`src/hw/rtl/gmaf_pkg.sv`:
```
// Shared constants, types and register codes for the gated median / average filter.
// Used by the channel interfaces, gmaf_median, gmaf_average and the top level.
`timescale 1ns / 1ps

package gmaf_pkg;

  // Filter geometry.
  localparam int unsigned AXES         = 3;
  localparam int unsigned MEDIAN_TAPS  = 7;
  localparam int unsigned AVERAGE_TAPS = 10;
  localparam int unsigned MEDIAN_RANK  = MEDIAN_TAPS / 2;
  localparam int unsigned MED_SLOT_W   = $clog2(MEDIAN_TAPS);
  localparam int unsigned AVG_SLOT_W   = $clog2(AVERAGE_TAPS);

  // Field widths.
  localparam int unsigned POS_W   = 32;
  localparam int unsigned TIME_W  = 32;
  localparam int unsigned JUMP_W  = 31;
  localparam int unsigned DECAY_W = 32;
  localparam int unsigned SUM_W   = 36;

  // Division of the running sum by the tap count: multiply by a truncated
  // reciprocal scaled by 2^DIV_SHIFT, then one correction step.
  localparam int unsigned DIV_SHIFT = 38;
  localparam int unsigned DIV_LO_W  = 18;
  localparam int unsigned DIV_HI_W  = DIV_SHIFT - DIV_LO_W;
  localparam logic [DIV_SHIFT-1:0] DIV_MULT =
      DIV_SHIFT'((64'd1 << DIV_SHIFT) / AVERAGE_TAPS);

  // Configuration port.
  localparam int unsigned CFG_IDX_W  = 2;
  localparam int unsigned CFG_DATA_W = 32;
  localparam logic [CFG_IDX_W-1:0] REG_JUMP_LIMIT = 2'd0;
  localparam logic [CFG_IDX_W-1:0] REG_DECAY_MS   = 2'd1;
  localparam logic [JUMP_W-1:0]    JUMP_LIMIT_RST = 31'd32768;
  localparam logic [DECAY_W-1:0]   DECAY_MS_RST   = 32'd2000;

  // Pipeline stage positions.
  localparam int unsigned ST_IN      = 0;
  localparam int unsigned ST_MED     = 1;
  localparam int unsigned ST_SUM     = 2;
  localparam int unsigned ST_MAG     = 3;
  localparam int unsigned ST_PROD    = 4;
  localparam int unsigned ST_QUOT    = 5;
  localparam int unsigned ST_OUT     = 6;
  localparam int unsigned PIPE_DEPTH = ST_OUT + 1;

  typedef logic signed [POS_W-1:0] pos_t;

  typedef struct packed {
    logic [JUMP_W-1:0]  jump_limit;
    logic [DECAY_W-1:0] decay_ms;
  } cfg_t;

  // Stage load strobes issued by the top-level pipeline control.
  typedef struct packed {
    logic load_med;
    logic load_sum;
    logic load_mag;
    logic load_prod;
    logic load_quot;
    logic load_out;
  } pipe_ctl_t;

endpackage

```
`src/hw/rtl/gmaf_median.sv`:
```
// Gated median stage of one axis: hold, jump rejection, decay restart and 7-tap median.
// Depends on gmaf_pkg; stepped by the load_med strobe from the top level.
`timescale 1ns / 1ps

module gmaf_median (
  input  logic                        clk_i,
  input  logic                        rst_ni,
  input  gmaf_pkg::pipe_ctl_t         ctl_i,
  input  gmaf_pkg::cfg_t              cfg_i,
  input  gmaf_pkg::pos_t              sample_i,
  input  logic                        bad_i,
  input  logic [gmaf_pkg::TIME_W-1:0] time_i,
  output gmaf_pkg::pos_t              med_o
);
  import gmaf_pkg::*;

  pos_t                ring_q [MEDIAN_TAPS];
  pos_t                ring_d [MEDIAN_TAPS];
  logic [MED_SLOT_W-1:0] slot_q, slot_d;
  pos_t                held_q, held_d;
  logic [TIME_W-1:0]   stamp_q, stamp_d;
  logic                started_q, started_d;
  pos_t                med_q, med_d;

  pos_t                cand [MEDIAN_TAPS];
  logic [MED_SLOT_W-1:0] rank [MEDIAN_TAPS];
  pos_t                cand_med;
  logic signed [POS_W:0] diff;
  logic [POS_W:0]      jump_mag;
  logic                jump_big;
  logic [TIME_W-1:0]   elapsed;
  logic                decayed;

  // Ring as it would look with the sample written at the current slot.
  always_comb begin
    for (int i = 0; i < MEDIAN_TAPS; i++) begin
      cand[i] = (slot_q == MED_SLOT_W'(i)) ? sample_i : ring_q[i];
    end
  end

  // Rank of each entry in sorted order; ties are broken by position so that
  // exactly one entry lands on the middle rank.
  always_comb begin
    for (int i = 0; i < MEDIAN_TAPS; i++) begin
      rank[i] = '0;
      for (int j = 0; j < MEDIAN_TAPS; j++) begin
        if (j != i) begin
          if ((cand[j] < cand[i]) || ((cand[j] == cand[i]) && (j < i))) begin
            rank[i] = rank[i] + 1'b1;
          end
        end
      end
    end
    cand_med = '0;
    for (int i = 0; i < MEDIAN_TAPS; i++) begin
      if (rank[i] == MED_SLOT_W'(MEDIAN_RANK)) begin
        cand_med = cand[i];
      end
    end
  end

  // Exact distance from the held value and the age of the last accepted sample.
  always_comb begin
    diff     = {sample_i[POS_W-1], sample_i} - {held_q[POS_W-1], held_q};
    jump_mag = diff[POS_W] ? (POS_W+1)'(-diff) : (POS_W+1)'(diff);
    jump_big = jump_mag > (POS_W+1)'(cfg_i.jump_limit);
    elapsed  = time_i - stamp_q;
    decayed  = elapsed > cfg_i.decay_ms;
  end

  // Next state, in order of priority: invalid, unstarted, jump, accepted.
  always_comb begin
    ring_d    = ring_q;
    slot_d    = slot_q;
    held_d    = held_q;
    stamp_d   = stamp_q;
    started_d = started_q;
    med_d     = held_q;
    if (bad_i) begin
      med_d = held_q;
    end else if (!started_q) begin
      for (int i = 0; i < MEDIAN_TAPS; i++) begin
        ring_d[i] = sample_i;
      end
      held_d    = sample_i;
      stamp_d   = time_i;
      started_d = 1'b1;
      med_d     = sample_i;
    end else if (jump_big) begin
      if (decayed) begin
        for (int i = 0; i < MEDIAN_TAPS; i++) begin
          ring_d[i] = '0;
        end
        slot_d    = '0;
        held_d    = '0;
        stamp_d   = time_i;
        started_d = 1'b0;
        med_d     = sample_i;
      end else begin
        med_d = held_q;
      end
    end else begin
      ring_d  = cand;
      slot_d  = (slot_q == MED_SLOT_W'(MEDIAN_TAPS - 1)) ? '0 : slot_q + 1'b1;
      held_d  = cand_med;
      stamp_d = time_i;
      med_d   = cand_med;
    end
  end

  // Control state.
  always_ff @(posedge clk_i or negedge rst_ni) begin
    if (!rst_ni) begin
      slot_q    <= '0;
      held_q    <= '0;
      stamp_q   <= '0;
      started_q <= 1'b0;
    end else if (ctl_i.load_med) begin
      slot_q    <= slot_d;
      held_q    <= held_d;
      stamp_q   <= stamp_d;
      started_q <= started_d;
    end
  end

  // Ring contents and stage output; the ring is always filled before it is read.
  always_ff @(posedge clk_i) begin
    if (ctl_i.load_med) begin
      ring_q <= ring_d;
      med_q  <= med_d;
    end
  end

  assign med_o = med_q;

  // A stopped median stage always restarts at the first slot.
  a_unstarted_slot: assert property (@(posedge clk_i) disable iff (!rst_ni)
      !started_q |-> (slot_q == '0))
    else $error("median slot moved while the stage is unstarted");

  // An invalid sample leaves the held value untouched.
  a_bad_holds: assert property (@(posedge clk_i) disable iff (!rst_ni)
      (ctl_i.load_med && bad_i) |=> (held_q == $past(held_q)))
    else $error("invalid sample changed the held value");

endmodule

```
`config.mk`:
```
export PLATFORM = sky130hd
export DESIGN_NAME = gmaf_median
export DESIGN_NICKNAME = d
export VERILOG_FILES = /design/src/hw/rtl/gmaf_pkg.sv /design/src/hw/rtl/gmaf_median.sv
export SDC_FILE = /design/constraint.sdc
export NUM_CORES = 2
export LEC_CHECK = 0
export ABC_AREA = 0
export BUFFER_PORTS_ARGS = -buffer_cell sky130_fd_sc_hd__buf_2
export CAP_MARGIN = 30
export CORE_MARGIN = 1
export CORE_UTILIZATION = 35
export DETAILED_ROUTE_END_ITERATION = 16
export PLACE_DENSITY = 0.63
export SLEW_MARGIN = 30
export SYNTH_ARGS = -nofsm -noshare
export SYNTH_HDL_FRONTEND = slang
export SYNTH_SLANG_ARGS = --single-unit
```
`constraint.sdc`:
```
create_clock -name clk_i -period 11.8 [get_ports clk_i]
set_input_delay 2.36 -clock clk_i [delete_from_list [all_inputs] [get_ports clk_i]]
set_output_delay 2.36 -clock clk_i [all_outputs]
set_load 0.03 [all_outputs]
```
==> flow_summary_export.csv <==
group,metric,value,unit
logic_synthesis,yosys-top-cells-area,"ha_1 25%, edfxtp_1 19%, o21ai_0 5.2%",
worst_setup_path,r2r_end,"med_o[27]",
worst_setup_path,arrival,10.62,ns
grt,top_usage_layer,"met2",
die,die_area,118000,sq um
sta,setup_viol,0,
worst_setup_path,crit_family,"simple AND/OR/NAND/NOR gates",
logic_synthesis,postSynth.asyncResetShare,0.210,
worst_setup_path,path_buf_inv,5,
worst_setup_path,r2r_start,"slot_q[0]",
logic_synthesis,synth_cell_types,100,
cts,clkSinkCount,324,
die,initial_core_util,0.354,
sta,worstMarginPinSlew,1.16,ns
grt,grt_max_degree,139,
hold_path,hold_path.class,"reg2reg",
hold_path,min_path_cells,2,
cts,insertion_delay,0.64,ns
logic_synthesis,ys_seq_area_frac,0.231,
worst_setup_path,required,12.13,ns
die,coreArea,115000,sq um
worst_setup_path,reg2reg_depth,29,
detailed_routing,vias,38900,
sta,rsz0062_at_grt,"no",
worst_setup_path,end_kind,"register",
cts,post_cts_buffers,0,
detailed_routing,drt_wl_total,174000,um
die,ios,168,
sta,period_share,0.872,
logic_synthesis,synth_top_area_frac,0.247,
status,outcome,"complete, no violations",
worst_setup_path,max_stage_delay,0.88,ns
worst_setup_path,critical_path_class,"reg2reg",
cts,hold_buffers,0,
grt,met3_usage,0.0443,
die,die_y,343,um
logic_synthesis,synthMostInstantiatedCell,"ha_1",
logic_synthesis,synth.top_cells.by_count,"802 x ha_1, 422 x o21ai_0, 401 x inv_1, 311 x a21oi_1, 256 x edfxtp_1",
worst_setup_path,worstPathMaxFanout,16,
cts,cts-root-buf,"clkbuf_16",
sta,relSlewSlack,0.221,
grt,use_met2,0.448,
grt,grt_usage,0.289,
detailed_routing,wl_per_cell,27.4,um
die,die_w,343,um
hold_path,hp-start,"stamp_q[0]",
detailed_routing,viasPerCell,6.13,
sta,hold_viol_final,0,
placed_design,dp_hpwl,136000,um
logic_synthesis,synth-edff-count,256,
logic_synthesis,ys_ff_latch,324,
logic_synthesis,yosysTopAreaCell,"ha_1",
grt,grt_pass1_vias,36500,
finish,nNetsFinal,5733,
sta,fin_crit,10.29,ns
worst_setup_path,slowest_stage,"or3b_2",
finish,area_growth,12.3,%
worst_setup_path,startpoint_type,"register",
placed_design,place_congestion,1.06,
job,drv_cap,0,
sta,fmaxAchievable,97.2,MHz
cts,clock_path_buffers,3,
logic_synthesis,postSynthCellCount,4587,
logic_synthesis,synthesis.nets,5527,
grt,grtUsageMet1,0.376,
grt,grt_pass1_wl,251000,um
detailed_routing,drc,0,
hold_path,min_to,"stamp_q[0]",
logic_synthesis,ys.warnings.count,0,
die,std_cell_rows,124,
sta,finClkSkew,0.0340,ns
cts,cts_buffers,41,
grt,antenna_found_initial,8,
cts,cts_max_level,2,
cts,cts_repair_resize_count,0,
finish,layout-drive-gt1-share,0.125,
placed_design,portBuffers,162,
sta,tns,0,ns
grt,grt_overflow,0,
logic_synthesis,synth.avg_cell_area,8.86,sq um
detailed_routing,firstDrtPassIters,5,
worst_setup_path,timing.critical_path.mode_cell,"ha_1",
worst_setup_path,reg2reg_setup_slack,1.51,ns
cts,clk_pin_slew,0.06,ns
detailed_routing,ant_nets,0,
detailed_routing,drtIter0Drc,4104,
logic_synthesis,synth_ff_type,"edfxtp_1",
logic_synthesis,synth_area,40700,sq um
sta,finalMaxSlewViolations,0,
cts,cts_tree,"yes",
-- tightest hold or removal path, cell delays in order, from the launching register on --
cell and delay (ns):
dfrtp_1 0.34, nand2_1 0.05, o21ai_0 0.06
-- cells in the final DEF, fill, tap and decap left out, drive strengths merged, types with 30 or more instances in the layout --
cell / count
o21ai: 425
nand4: 131
nand3b: 41
nor4: 34
a21oi: 312
o21a: 74
inv: 407
edfxtp: 256
a21o: 111
a22oi: 67
mux2i: 191
or2: 51
nand2b: 72
nor3: 73
xnor2: 97
nor2: 165
dfrtp: 68
mux2: 84
o221ai: 75
a211oi: 46
nand3: 97
nor2b: 34
a221oi: 45
clkbuf: 51
nand2: 245
ha: 802
o211ai: 32
xor2: 30
buf: 343
-- area by class of cell --
class	count	area (sq um)
inverters	406	1530
well taps	1512	1890
diodes	2	5.00
clock buffers	51	1090
multi-input cells	3677	29100
clock inverters	24	290
repair buffers	343	2320
fillers	11500	69100
flip-flops and latches	324	9390
-- sequential cells by signal, summed over array words and instances, names as in the netlist --
name and cells:
started_q 1, med_o 32, held_q 32, slot_q 3
ring_q 224, stamp_q 32
-- metal layers --
| metal | vias up | wire length, um |
|---|---|---|
| met2 | 1820 | 76100 |
| met3 | 381 | 13300 |
| met1 | 18800 | 72600 |
| li1 | 17900 | - |
| met4 | 8 | 11900 |
| met5 | - | 61 |
-- logic make-up (layout without fill, tap and decap cells) --
kind of cell | after synthesis | after routing | synth area share
multiplexers | 275 | 275 | 0.0708
other | 0 | 2 | 0
adder cells (fa/ha/maj) | 805 | 805 | 0.248
XOR/XNOR | 133 | 133 | 0.0307
flip-flops | 324 | 324 | 0.231
AND/OR/NAND/NOR | 1071 | 1071 | 0.141
buffers and inverters | 586 | 824 | 0.0555
AO/OA/AOI/OAI | 1393 | 1393 | 0.223
-- per-stage QoR --
stage	std cells	utilization	setup slack [ns]	cell area, sq um	hold WS [ns]
finish	6339	0.398	1.51	45700	0.491
global route	6339	0.398	1.30	45700	0.522
CTS	6337	0.397	1.68	45600	0.496
detailed placement	6262	0.385	1.04	44200	0.482
global placement	6262	0.385	1.06	44200	0.478
floorplan	4587	-	0.572	40700	0.454
-- worst max path at each step --
stage                      start   endpoint  cells past startpoint
floorplan            sample_i[0]  ring_q[0]                     32
global placement    sample_i[28]  med_o[27]                     26
detailed placement  sample_i[28]  med_o[27]                     27
CTS                 sample_i[28]  med_o[27]                     26
global route           slot_q[0]  med_o[27]                     27
finish                 slot_q[0]  med_o[27]                     29
Power is left out: the tool's default activity adds up to more than one toggle a clock period on the data nets, which glitch-free logic cannot reach.
