[config.mk]
export PLATFORM = sky130hd
export DESIGN_NAME = gmaf_average
export DESIGN_NICKNAME = d
export VERILOG_FILES = /design/src/hw/rtl/gmaf_pkg.sv /design/src/hw/rtl/gmaf_average.sv
export SDC_FILE = /design/constraint.sdc
export NUM_CORES = 2
export LEC_CHECK = 0
export BUFFER_PORTS_ARGS = -buffer_cell sky130_fd_sc_hd__buf_2
export CAP_MARGIN = 20
export CORE_MARGIN = 1
export CORE_UTILIZATION = 59
export CTS_CLUSTER_DIAMETER = 150
export DETAILED_ROUTE_END_ITERATION = 10
export GPL_TIMING_DRIVEN = 0
export PLACE_DENSITY = 0.78
export SKIP_CTS_REPAIR_TIMING = 1
export SYNTH_ARGS = -nofsm -noshare
export SYNTH_HDL_FRONTEND = slang
export SYNTH_SLANG_ARGS = --single-unit
[constraint.sdc]
create_clock -name clk_i -period 9.6 [get_ports clk_i]
set_clock_uncertainty 0.15 [all_clocks]
set_input_delay 0.48 -clock clk_i [delete_from_list [all_inputs] [get_ports clk_i]]
set_output_delay 0.48 -clock clk_i [all_outputs]
set_load 0.02 [all_outputs]
[src/hw/rtl/gmaf_pkg.sv]
// Shared constants, types and register codes for the gated median / average filter.
// Used by the channel interfaces, gmaf_median, gmaf_average and the top level.
`timescale 1ns / 1ps

package gmaf_pkg;

  // Filter geometry.
  localparam int unsigned AXES         = 3;
  localparam int unsigned MEDIAN_TAPS  = 7;
  localparam int unsigned AVERAGE_TAPS = 10;
  localparam int unsigned MEDIAN_RANK  = MEDIAN_TAPS / 2;
  localparam int unsigned MED_SLOT_W   = $clog2(MEDIAN_TAPS);
  localparam int unsigned AVG_SLOT_W   = $clog2(AVERAGE_TAPS);

  // Field widths.
  localparam int unsigned POS_W   = 32;
  localparam int unsigned TIME_W  = 32;
  localparam int unsigned JUMP_W  = 31;
  localparam int unsigned DECAY_W = 32;
  localparam int unsigned SUM_W   = 36;

  // Division of the running sum by the tap count: multiply by a truncated
  // reciprocal scaled by 2^DIV_SHIFT, then one correction step.
  localparam int unsigned DIV_SHIFT = 38;
  localparam int unsigned DIV_LO_W  = 18;
  localparam int unsigned DIV_HI_W  = DIV_SHIFT - DIV_LO_W;
  localparam logic [DIV_SHIFT-1:0] DIV_MULT =
      DIV_SHIFT'((64'd1 << DIV_SHIFT) / AVERAGE_TAPS);

  // Configuration port.
  localparam int unsigned CFG_IDX_W  = 2;
  localparam int unsigned CFG_DATA_W = 32;
  localparam logic [CFG_IDX_W-1:0] REG_JUMP_LIMIT = 2'd0;
  localparam logic [CFG_IDX_W-1:0] REG_DECAY_MS   = 2'd1;
  localparam logic [JUMP_W-1:0]    JUMP_LIMIT_RST = 31'd32768;
  localparam logic [DECAY_W-1:0]   DECAY_MS_RST   = 32'd2000;

  // Pipeline stage positions.
  localparam int unsigned ST_IN      = 0;
  localparam int unsigned ST_MED     = 1;
  localparam int unsigned ST_SUM     = 2;
  localparam int unsigned ST_MAG     = 3;
  localparam int unsigned ST_PROD    = 4;
  localparam int unsigned ST_QUOT    = 5;
  localparam int unsigned ST_OUT     = 6;
  localparam int unsigned PIPE_DEPTH = ST_OUT + 1;

  typedef logic signed [POS_W-1:0] pos_t;

  typedef struct packed {
    logic [JUMP_W-1:0]  jump_limit;
    logic [DECAY_W-1:0] decay_ms;
  } cfg_t;

  // Stage load strobes issued by the top-level pipeline control.
  typedef struct packed {
    logic load_med;
    logic load_sum;
    logic load_mag;
    logic load_prod;
    logic load_quot;
    logic load_out;
  } pipe_ctl_t;

endpackage

[src/hw/rtl/gmaf_average.sv]
// Moving average stage of one axis: 10-tap ring with running sum and a pipelined
// divide by the tap count. Depends on gmaf_pkg; stepped by the top-level strobes.
`timescale 1ns / 1ps

module gmaf_average (
  input  logic                clk_i,
  input  logic                rst_ni,
  input  gmaf_pkg::pipe_ctl_t ctl_i,
  input  gmaf_pkg::pos_t      med_i,
  output gmaf_pkg::pos_t      avg_o
);
  import gmaf_pkg::*;

  localparam int unsigned PLO_W  = SUM_W + DIV_LO_W;
  localparam int unsigned PHI_W  = SUM_W + DIV_HI_W;
  localparam int unsigned PROD_W = SUM_W + DIV_SHIFT;

  pos_t                    ring_q [AVERAGE_TAPS];
  logic [AVG_SLOT_W-1:0]   slot_q, slot_d;
  logic signed [SUM_W-1:0] sum_q, sum_d;
  logic                    started_q;
  logic signed [SUM_W-1:0] med_ext, old_ext;

  logic [SUM_W-1:0]        mag_q, mag_d;
  logic                    neg_q;
  logic [PLO_W-1:0]        plo_q;
  logic [PHI_W-1:0]        phi_q;
  logic [SUM_W-1:0]        mag4_q;
  logic                    neg4_q;
  logic [PROD_W-1:0]       prod;
  logic [SUM_W-1:0]        quo_q, quo_d;
  logic [SUM_W-1:0]        mag5_q;
  logic                    neg5_q;
  logic [SUM_W-1:0]        tenq, rem, rem_fix, quo_fix;
  logic                    fix;
  logic [POS_W-1:0]        qlow;
  pos_t                    out_q, out_d;

  // Running sum update; a fresh stage fills the ring with the first value.
  always_comb begin
    med_ext = {{(SUM_W-POS_W){med_i[POS_W-1]}}, med_i};
    old_ext = {{(SUM_W-POS_W){ring_q[slot_q][POS_W-1]}}, ring_q[slot_q]};
    if (!started_q) begin
      sum_d  = med_ext * $signed(SUM_W'(AVERAGE_TAPS));
      slot_d = slot_q;
    end else begin
      sum_d  = sum_q - old_ext + med_ext;
      slot_d = (slot_q == AVG_SLOT_W'(AVERAGE_TAPS - 1)) ? '0 : slot_q + 1'b1;
    end
  end

  always_ff @(posedge clk_i or negedge rst_ni) begin
    if (!rst_ni) begin
      slot_q    <= '0;
      started_q <= 1'b0;
    end else if (ctl_i.load_sum) begin
      slot_q    <= slot_d;
      started_q <= 1'b1;
    end
  end

  // The sum register doubles as the payload of the sum stage.
  always_ff @(posedge clk_i) begin
    if (ctl_i.load_sum) begin
      sum_q <= sum_d;
      if (!started_q) begin
        for (int i = 0; i < AVERAGE_TAPS; i++) begin
          ring_q[i] <= med_i;
        end
      end else begin
        ring_q[slot_q] <= med_i;
      end
    end
  end

  // Sign and magnitude of the sum.
  assign mag_d = sum_q[SUM_W-1] ? SUM_W'(-sum_q) : SUM_W'(sum_q);

  // Reciprocal products, then their sum shifted down, then one correction.
  always_comb begin
    prod    = {phi_q, {DIV_LO_W{1'b0}}} + PROD_W'(plo_q);
    quo_d   = prod[PROD_W-1:DIV_SHIFT];
    tenq    = SUM_W'(quo_q * SUM_W'(AVERAGE_TAPS));
    rem     = mag5_q - tenq;
    fix     = rem >= SUM_W'(AVERAGE_TAPS);
    rem_fix = fix ? rem - SUM_W'(AVERAGE_TAPS) : rem;
    quo_fix = quo_q + SUM_W'(fix);
    qlow    = quo_fix[POS_W-1:0];
    out_d   = neg5_q ? $signed(-qlow) : $signed(qlow);
  end

  always_ff @(posedge clk_i) begin
    if (ctl_i.load_mag) begin
      mag_q <= mag_d;
      neg_q <= sum_q[SUM_W-1];
    end
    if (ctl_i.load_prod) begin
      plo_q  <= PLO_W'(mag_q) * PLO_W'(DIV_MULT[DIV_LO_W-1:0]);
      phi_q  <= PHI_W'(mag_q) * PHI_W'(DIV_MULT[DIV_SHIFT-1:DIV_LO_W]);
      mag4_q <= mag_q;
      neg4_q <= neg_q;
    end
    if (ctl_i.load_quot) begin
      quo_q  <= quo_d;
      mag5_q <= mag4_q;
      neg5_q <= neg4_q;
    end
    if (ctl_i.load_out) begin
      out_q <= out_d;
    end
  end

  assign avg_o = out_q;

  // The estimated quotient is at most one short, so one correction suffices.
  a_div_remainder: assert property (@(posedge clk_i) disable iff (!rst_ni)
      ctl_i.load_out |-> (rem_fix < SUM_W'(AVERAGE_TAPS)))
    else $error("divide correction left a remainder of a full tap count");

  // The ring slot only moves once the stage has started.
  a_unstarted_slot: assert property (@(posedge clk_i) disable iff (!rst_ni)
      !started_q |-> (slot_q == '0))
    else $error("average slot moved while the stage is unstarted");

endmodule

==> impl_summary.md <==
Die
The area enclosed by the die boundary is 101000 sq um. In this run the core area contains 115 standard-cell rows. In this run the horizontal extent of the chip is 318 um. The total area inside the core boundary comes to roughly 100000 sq um.

The die is 318 um tall. For this configuration, the core starts out at a cell density of 59.8%. 72 I/O pins were placed.

Cells and area
0 antenna diodes ended up in the layout. The count of cells in the finished layout, fillers not included, comes to 6289. After routing the design area is 65300 sq um. The layout has just over 7000 filler cells. The register area is approximately 24000 sq um. The share of layout cells above drive strength 1 is 10.8%. Compared with the post-synthesis result, the final layout area differs by 10.7%.

The multi-input combinational cell area is about 31000 sq um. After the last flow step, the layout net total stands at 5987.

Logic synthesis
The cell area after technology mapping is 59000 sq um. The mean post-synth cell area is 12.5 sq um. The share of the synthesized area in the top cell type is 41.2%. The synthesized design contains about 820 register bits. The largest total area in the synthesized netlist belongs to sky130_fd_sc_hd__edfxtp_1. The register area share after synthesis is 41.4%. The leading cell type by number of instances after synthesis is sky130_fd_sc_hd__inv_1. Counting instances in the post-synthesis netlist gives the leading cell types as sky130_fd_sc_hd__inv_1 (931), sky130_fd_sc_hd__edfxtp_1 (810), sky130_fd_sc_hd__ha_1 (534). The post-synthesis async set-or-reset flop share is 0.613%.

In the synthesized netlist the dominant register cell turns out to be sky130_fd_sc_hd__edfxtp_1. Synthesis produced 4716 cells. The number of warnings printed during yosys synthesis is 0.

Sorting the synthesized cells by area gives the leading types as sky130_fd_sc_hd__edfxtp_1 (41%), sky130_fd_sc_hd__fa_1 (16%), sky130_fd_sc_hd__ha_1 (11%). When the netlist entered floorplanning its net count stood at 5767. The number of distinct library cells after synthesis is 75. The number of enable-type register cells in the synthesized netlist is 810.

Routing
Once detail routing completed, the nets flagged for antenna violations numbered 0. After detailed routing, the average wire length per cell comes to 23.2 um. The iteration count of the initial detailed-routing pass is 5. The post-detailed-route DRC marker count is 0. The total detailed-routing wirelength is 146000 um. Dividing the detail-routed via count by the number of cells gives 5.90.

The total via count after detailed routing is 37100. The number of violations reported at the end of detailed-routing iteration 0 is slightly below 3000.

STA
The worst path needs 9.54 ns of the cycle, external delays included. Setup violations remaining at the end of the flow were counted as 0. The number of max-slew violations in the final report is 0. Setup repair after global routing could not meet its margin everywhere.

The final-layout setup total negative slack is 0 ns. At the pin with the least slew margin, the transition time is 1.16 ns. The final hold violation count was 0. The worst slew margin relative to its limit is 22.8%. Dividing the final minimum period by the clock period gives between 90 and 100%.

Based on the critical path, the design can be clocked at up to about 100 MHz. Setup slack on the critical path of the routed design comes to 0.0616 ns.

Placement
The worst setup slack after placement is -1.85 ns. The count of input and output buffers is 70. The number of placed instances, taps included, is 6108. The detailed placement HPWL is 113000 um. The placer congestion estimate is between 0.9 and 1. Once placement finished, the instance area stood at 61800 sq um.

Clock network
The TritonCTS clock tree is built. The latest clock arrival within the worst-skew pair is 0.69 ns. The tree is rooted in a sky130_fd_sc_hd__clkbuf_16. Counting the buffers created by CTS gives 83. The number of H-tree branching levels is 3. The TritonCTS sink count is 815.

The clock-pin slew reported for the worst setup and hold paths after clock tree synthesis is 0.07 ns. The largest buffer count on any clock path is 3.

Global route
The via count of the first global-routing pass is just under 40000. The total global routing track utilization is 29.5%. The initial antenna violation count is 1. The first global-routing pass estimated 224000 um of wire. The sum of overflow across all layers after global routing is 0. The maximum number of pins on one net before global-route repair is 79.

Run
The count of max-cap constraint violations is 0.

Setup path
The stage delay of the slowest cell on the critical path is 0.50 ns. The class of the most critical setup path is reg -> reg. The maximum fanout count along the critical path is 5. At the worst endpoint, the arrival time is 9.86 ns. The startpoint type of the worst setup path is a register. The sort of element at the end of the critical path is a register. The required time of the critical path is about 9.9 ns. The cell with the biggest individual delay on the critical path is sky130_fd_sc_hd__edfxtp_1.

Hold path
The kind of path behind the tightest hold check is in -> async.

Outcome
The run finished with clean final reports.
[cell usage in the layout (no fill, tap or decap), types with 18 or more instances in the layout]
| cell | Yosys | layout |
|---|---|---|
| sky130_fd_sc_hd__inv_1 | 931 | 929 |
| sky130_fd_sc_hd__edfxtp_1 | 810 | 810 |
| sky130_fd_sc_hd__ha_1 | 534 | 522 |
| sky130_fd_sc_hd__fa_1 | 477 | 476 |
| sky130_fd_sc_hd__a21oi_1 | 209 | 202 |
| sky130_fd_sc_hd__xnor2_1 | 200 | 197 |
| sky130_fd_sc_hd__nand2_1 | 168 | 165 |
| sky130_fd_sc_hd__mux4_2 | 160 | 160 |
| sky130_fd_sc_hd__nor2_1 | 155 | 151 |
| sky130_fd_sc_hd__o21ai_0 | 136 | 131 |
| sky130_fd_sc_hd__a21o_1 | 124 | 124 |
| sky130_fd_sc_hd__xor2_1 | 105 | 102 |
| sky130_fd_sc_hd__clkbuf_16 | 0 | 83 |
| sky130_fd_sc_hd__clkbuf_1 | 74 | 78 |
| sky130_fd_sc_hd__nand3_1 | 77 | 74 |
| sky130_fd_sc_hd__buf_2 | 0 | 68 |
| sky130_fd_sc_hd__nor2b_1 | 46 | 45 |
| sky130_fd_sc_hd__nand4_1 | 38 | 38 |
| sky130_fd_sc_hd__nand2b_1 | 39 | 38 |
| sky130_fd_sc_hd__o21bai_1 | 38 | 37 |
| sky130_fd_sc_hd__buf_4 | 1 | 37 |
| sky130_fd_sc_hd__o21a_1 | 31 | 31 |
| sky130_fd_sc_hd__nor3_1 | 36 | 30 |
| sky130_fd_sc_hd__o31ai_1 | 28 | 24 |
| sky130_fd_sc_hd__and3_1 | 24 | 23 |
| sky130_fd_sc_hd__a31oi_1 | 19 | 18 |
[metal layers]
metal / share of wire [%] / vias up / GRT usage, %
met2: 50 / 1368 / 51.0
met5: 0.0089 / - / 0
li1: - / 16900 / -
met4: 4.2 / 2 / 11.9
met1: 40 / 18500 / 37.4
met3: 6.2 / 337 / 4.20
[state kept, by name, indices dropped and copies added, names as in the netlist, 32 cells and up]
register and flops:
mag5_q 35, ring_q 512, phi_q 50, mag_q 36, sum_q 36, plo_q 36, quo_q 34, avg_o 32
mag4_q 36
[worst paths after layout]
path | slack, ns | from | depth (start not counted) | endpoint
max in group asynchronous | 9.07 | rst_ni | 2 | started_q
worst min-delay path | 0.05 | rst_ni | 2 | slot_q[1]
min in group clk_i | 0.06 | med_i[1] | 1 | ring_q[6][1]
worst max register to register | 0.06 | quo_q[3] | 41 | avg_o[24]
worst min register to register | 0.25 | mag4_q[16] | 0 | mag5_q[16]
worst max-delay path | 0.06 | quo_q[3] | 41 | avg_o[24]
[area by class of cell]
type                       instances  share of cell area, %
clock buffer                      94                   3.24
inverter                         931                   5.35
clock inverter                    57                   1.06
multi-input combinational       2882                   47.9
tap                             1287                   2.47
sequential                       815                   37.4
timing repair buffer             142                   2.03
buffer                            81                  0.471
[cell families after synthesis]
logic type      Yosys count  share of synthesized area [%]
xor+xnor                305                           4.53
compound gates          723                           7.98
mux                     177                           6.41
fa+ha+maj              1011                           27.5
simple gates            666                           5.63
buf+inv                1019                           6.49
flops                   815                           41.4
[through the flow]
stage	util (%)	hold WS, ns
2_1_floorplan	-	0.0344
3_3_place_gp	61.7	0.159
3_5_place_dp	62.6	0.160
4_1_cts	65.4	-0.581
5_1_grt	66.2	0.0246
6_report	66.2	0.0461
[worst max-delay path, delay by kind of cell, from the launching register on]
family,cells,cell delay (ns)
compound gates,17,3.36
xor+xnor,2,0.53
fa+ha+maj,5,1.27
buf+inv,2,0.17
flops,1,0.50
mux,1,0.18
simple gates,14,3.11
Power is not shown: default switching activity piles up to over one toggle a cycle in this logic, so the estimate is an artifact.
